$ cat src/sv/cpra_pkg.sv
// ---------------------------------------------------------------------------
// cpra_pkg
// shared constants, codes and control types of the page run allocator
// ---------------------------------------------------------------------------
package cpra_pkg;

    // sizes
    localparam int NUM_PAGES = 4096;
    localparam int PAGE_W    = $clog2(NUM_PAGES);
    localparam int ROVER_W   = PAGE_W + 1;

    // transaction field widths
    localparam int OP_W     = 1;
    localparam int RUN_W    = 13;
    localparam int IDX_W    = 12;
    localparam int STATUS_W = 2;
    localparam int FIRST_W  = 12;

    // configuration port
    localparam int POOL_W = 13;
    localparam int APB_DW = 32;
    localparam int APB_AW = 3;
    localparam logic [POOL_W-1:0] POOL_RESET = POOL_W'(4096);
    localparam logic [APB_AW-3:0] REG_POOL_PAGES = '0;

    // operation codes
    localparam logic [OP_W-1:0] OP_ALLOC   = 1'b0;
    localparam logic [OP_W-1:0] OP_RELEASE = 1'b1;

    // result status codes
    typedef enum logic [STATUS_W-1:0] {
        ST_OK    = 2'd0,
        ST_OOM   = 2'd1,
        ST_RANGE = 2'd2
    } t_status;

    // operand select of the shared rover adder
    typedef enum logic [1:0] {
        ADD_COUNT = 2'd0,
        ADD_STEP  = 2'd1,
        ADD_IDX   = 2'd2
    } t_add_sel;

    // sequencer to scan unit
    typedef struct packed {
        logic     start;
        logic     addr_load;
        logic     cnt_inc;
        logic     advance;
        logic     idx_inc;
        logic     commit;
        t_add_sel add_sel;
    } t_scan_ctl;

    // scan unit to sequencer
    typedef struct packed {
        logic              rover_oob;
        logic              page_free;
        logic              run_done;
        logic              mark_last;
        logic [PAGE_W-1:0] first;
    } t_scan_sts;

endpackage

$ cat src/sv/cpra_scan.sv
// ---------------------------------------------------------------------------
// cpra_scan
// rover, run counter and mark index around one shared adder
// ---------------------------------------------------------------------------
module cpra_scan (
    input  logic                          i_clk,
    input  logic                          i_rst_n,
    input  cpra_pkg::t_scan_ctl           i_ctl,
    input  logic [cpra_pkg::RUN_W-1:0]    i_want,
    input  logic [cpra_pkg::ROVER_W-1:0]  i_limit,
    input  logic                          i_rd_used,
    output logic [cpra_pkg::ROVER_W-1:0]  o_addr,
    output cpra_pkg::t_scan_sts           o_sts
);

    logic [cpra_pkg::ROVER_W-1:0] r_rover, n_rover;
    logic [cpra_pkg::ROVER_W-1:0] r_count, n_count;
    logic [cpra_pkg::ROVER_W-1:0] r_idx, n_idx;
    logic [cpra_pkg::ROVER_W-1:0] r_addr, n_addr;
    logic [cpra_pkg::RUN_W-1:0]   r_want, n_want;
    logic [cpra_pkg::ROVER_W-1:0] w_opnd;
    logic [cpra_pkg::ROVER_W-1:0] w_sum;

    // operand select of the shared adder
    always_comb begin
        case (i_ctl.add_sel)
            cpra_pkg::ADD_COUNT: w_opnd = r_count;
            cpra_pkg::ADD_STEP:  w_opnd = (r_count == '0) ? cpra_pkg::ROVER_W'(1) : r_count;
            cpra_pkg::ADD_IDX:   w_opnd = r_idx;
            default:             w_opnd = r_count;
        endcase
    end

    // rover plus operand: page address, rover advance or run commit
    assign w_sum  = r_rover + w_opnd;
    assign o_addr = w_sum;

    // next state of the scan registers
    always_comb begin
        n_rover = r_rover;
        n_count = r_count;
        n_idx   = r_idx;
        n_addr  = r_addr;
        n_want  = r_want;
        if (i_ctl.start) begin
            n_count = '0;
            n_idx   = '0;
            n_want  = i_want;
        end
        if (i_ctl.addr_load) begin
            n_addr = w_sum;
        end
        if (i_ctl.cnt_inc) begin
            n_count = r_count + cpra_pkg::ROVER_W'(1);
        end
        if (i_ctl.advance) begin
            n_rover = w_sum;
            n_count = '0;
        end
        if (i_ctl.idx_inc) begin
            n_idx = r_idx + cpra_pkg::ROVER_W'(1);
        end
        if (i_ctl.commit) begin
            n_rover = w_sum;
        end
    end

    always_ff @(posedge i_clk) begin
        if (!i_rst_n) begin
            r_rover <= '0;
            r_count <= '0;
            r_idx   <= '0;
        end else begin
            r_rover <= n_rover;
            r_count <= n_count;
            r_idx   <= n_idx;
        end
    end

    // payload registers
    always_ff @(posedge i_clk) begin
        r_addr <= n_addr;
        r_want <= n_want;
    end

    // status back to the sequencer
    always_comb begin
        o_sts.rover_oob = (r_rover >= i_limit);
        o_sts.page_free = !i_rd_used && (r_addr < i_limit);
        o_sts.run_done  = ((32'(r_count) + 32'd1) == 32'(r_want));
        o_sts.mark_last = ((32'(r_idx) + 32'd1) == 32'(r_count));
        o_sts.first     = r_rover[cpra_pkg::PAGE_W-1:0];
    end

endmodule

$ cat config.mk
export PLATFORM = sky130hd
export DESIGN_NAME = cpra_scan
export DESIGN_NICKNAME = d
export VERILOG_FILES = /design/src/sv/cpra_pkg.sv /design/src/sv/cpra_scan.sv
export SDC_FILE = /design/constraint.sdc
export NUM_CORES = 1
export LEC_CHECK = 0
export BUFFER_PORTS_ARGS = -buffer_cell sky130_fd_sc_hd__buf_2
export CORE_MARGIN = 3
export CORE_UTILIZATION = 55
export DETAILED_ROUTE_END_ITERATION = 10
export MAX_ROUTING_LAYER = met4
export PLACE_DENSITY = 0.77
export SYNTH_ARGS = -nofsm -noshare
export SYNTH_HDL_FRONTEND = slang
export SYNTH_SLANG_ARGS = --single-unit
$ cat constraint.sdc
create_clock -name i_clk -period 12.5 [get_ports i_clk]
set_input_delay 2.5 -clock i_clk [delete_from_list [all_inputs] [get_ports i_clk]]
set_output_delay 2.5 -clock i_clk [all_outputs]
set_load 0.02 [all_outputs]
==> key figures <==
Power and ir drop
  – VDD IR max: between 0.05 and 0.06 mV
  – Reg power frac: 0.524
  – P_leak: 2.31 nW
  – Clock power share: 0.351
  – Total Power: 0.444 mW
  – Gate power share: 0.126
  – Power Density: 83.3 mW/mm^2
  – Internal Power: 0.321 mW
  – P_sw: 0.122 mW
  – Sw frac: 0.276

Worst setup path
  – Crit path max-delay cell type: a221o_1
  – Crit path largest cell delay: 410 ps
  – WP data required: 10000 ps
  – Launch point of the worst reg-to-reg path: r_count[2]
  – Worst-case reg-to-reg path depth: 13
  – WP buf/inv: 3
  – Worst setup SP type: primary input
  – WP depth: 16
  – Crit end category: output pin
  – Kind of cell adding the most delay to the critical path: compound AO/OA/AOI/OAI gates
  – Crit Path Class: primary input to output pin
  – Crit. Startpoint: i_ctl[0]
  – Maximum net fanout on the critical path: 6
  – CP cell instances: buf_2, inv_1, ha_1, nor4_1, nand3_1, nor4_1, nor2_1, a22o_1, ha_1, a21oi_1, nand2_1, a221o_1, a41oi_1, nor2b_1, xnor2_1, buf_2
  – Worst Path Arrival: 5770 ps

Drt
  – Metal-1 WL: 5.10 mm
  – Metal2 WL: 5.64 mm
  – Routed Antenna Nets: 0
  – Top layer in use: met4
  – DRT iter0 DRCs: 436
  – Vias/cell: 6.13
  – Met3 wire length: between 700 and 800 microns
  – Drt drc: 0
  – Detailed Route WL: approximately 12 mm
  – Via count: 4363
  – Routed wire per std cell: 16.5 microns
  – TritonRoute pass-1 iters: 5

Placement
  – Buffers on Ports: 65
  – DP Wirelength: 8.57 mm
  – GPL Wtd Cong: 0.934
  – Post-Place Setup Slack: between 4000 and 5000 ps

STA
  – Worst-Margin Slew: 880 ps
  – TNS Setup: 0 ps
  – Rel. slew slack: 0.411
  – Final setup viols: 0
  – Unrepaired setup endpoints after global routing: no
  – Tcrit/Tclk final: 0.662
  – Clock period minus worst slack: 8270 ps
  – Top achievable clock speed: 0.121 GHz
  – Final slew viol count: 0
  – Final Hold Fails: 0
  – Final worst setup slack: 4230 ps
  – Skew final: around 12 ps

Global routing
  – Largest net degree at the start of global routing: 40
  – Total Routing Usage GR: 0.245
  – Initial antenna violation count: 0
  – First-pass GRT wire length: 19.5 mm
  – Vias in the first global route: 4159
  – Grt ovf: 0

Synth
  – Synth Warn #: 0
  – Register area share after synthesis: 0.315
  – Top post-synthesis cells by area: dfxtp_1, edfxtp_1, ha_1
  – Syn Nets: 655
  – Area leader, netlist: dfxtp_1
  – Yosys cell types: 63
  – Post-synth ARST share: 0
  – Post-synth EDFFs: 26
  – #FFs+latches synth: 65
  – Average instance area after synthesis: 8.63 sq um
  – Mapped Cells: 575
  – Synth top area share: 0.157
  – Cell Area, Synth: 0.00496 sq mm
  – Most common flop cell mapped by yosys: dfxtp_1

Die
  – # rows: 34
  – Die width: 101 microns
  – Die area: 0.0102 sq mm
  – Total I/O pin count: 66
  – CORE AREA: 0.00876 sq mm
  – Initial Utilization: 0.566
  – Die height: 101 microns

CTS
  – Clk slew on worst S/H paths: approximately 80 ps
  – Num CTS Buffers: 9
  – Post-CTS Setup Bufs: 0
  – Clock root cell: clkbuf_8
  – H-tree depth: 3
  – Hold Buf Count CTS: 0
  – Cts repair resizes: 0
  – Later-pin clock latency in the skew report: 350 ps
  – TritonCTS clock tree: done
  – CTS Sinks: 65
  – Clock Tree Buf Depth: 2

Finish
  – Layout net count: 679
  – Util after Layout: 0.608
  – Inserted Diodes: 0
  – Share of cells above drive strength 1: 0.147
  – Area delta synth->final: 7.31%
  – # fillers: 759

Outcome
  – Status: complete, no violations

Worst hold path
  – HP Start: r_rover[0]
  – Hold Crit Class: register to register
  – Min-Delay Path Depth: 2

Flow run
  – Number of max-cap violations: 0
layout make-up:
type | instances | area, sq um | area share
clock inverters | 5 | 32.5 | 0.00611
multi-input cells | 433 | 3050 | 0.572
well taps | 108 | 135 | 0.0254
clock buffers | 11 | 131 | 0.0247
flip-flops and latches | 65 | 1560 | 0.293
inverters | 25 | 93.8 | 0.0176
repair buffers | 65 | 325 | 0.0611
per-layer routing:
metal,up-vias,GRT usage
met3,26,0.0311
met4,0,0.0869
li1,2119,-
met1,2016,0.301
met2,202,0.414
met5,-,-
Yosys cell counts (3+ instances only):
library cell / count
ha_1: 42
nand2_1: 42
dfxtp_1: 39
a21oi_1: 34
nor2_1: 32
xnor2_1: 31
clkbuf_1: 30
edfxtp_1: 26
inv_1: 25
nand3_1: 22
nor2b_1: 22
a21o_1: 16
buf_4: 16
o21ai_0: 15
nor3b_1: 13
xor2_1: 13
a22o_1: 12
nand4_1: 12
o21ai_1: 12
and2_1: 8
mux2i_1: 8
a31oi_1: 7
a211oi_1: 6
nand2b_1: 6
nand4b_1: 6
and3_1: 5
buf_2: 5
nor3_1: 5
o211ai_1: 5
and4_1: 4
nor4_1: 4
o22ai_1: 4
a2111oi_0: 3
a21boi_1: 3
a41oi_1: 3
o2111ai_1: 3
or2_1: 3
stage by stage:
| step | cells | area [sq um] | hold slack (ps) |
|---|---|---|---|
| detailed placement | 696 | 5160 | 510 |
| global route | 712 | 5330 | 553 |
| floorplan | 575 | 4960 | 461 |
| CTS | 712 | 5330 | 521 |
| finish | 712 | 5330 | 515 |
| global placement | 696 | 5160 | 501 |
cells in the final DEF (no fill, tap or decap), types with 25 or more instances in the layout:
master / n
buf_2: 65
nand2_1: 42
ha_1: 42
dfxtp_1: 39
a21oi_1: 34
nor2_1: 32
xnor2_1: 31
edfxtp_1: 26
inv_1: 25
power groups by stage:
stage	combinational, mW	sequential [mW]	clock (mW)
floorplan	0.0391	0.235	0
global placement	0.0531	0.237	0
detailed placement	0.0555	0.237	0
global route	0.0625	0.233	0.169
finish	0.0558	0.232	0.156
CTS	0.0560	0.232	0.158
worst min-delay path, delay by kind of cell (launching register included):
family | cells | cell delay (ps)
AO/OA/AOI/OAI | 1 | 50
flip-flops | 1 | 350
AND/OR/NAND/NOR | 1 | 70
state kept, by name (all words and copies together), names as in the netlist:
signal and count:
r_count 13, r_rover 13, r_want 13, r_idx 13
r_addr 13
logic make-up (layout without fill, tap and decap cells):
group	Yosys count	count (layout)	share of synthesized area
DFF	65	65	0.315
muxes	8	8	0.0161
buffers and inverters	77	106	0.0716
xor gates and xnor gates	44	44	0.0776
adders and majority gates	43	43	0.110
AOI/OAI and AO/OA	136	136	0.180
and+or+nand+nor	202	202	0.230
worst paths after layout:
path / to / slack [ps]
setup / recovery: o_addr[9] / 4230
hold / removal: r_rover[0] / 520
setup reg to reg: r_rover[12] / 8860
hold reg to reg: r_rover[0] / 520
No activity file was read; power rests on OpenSTA's default activity.
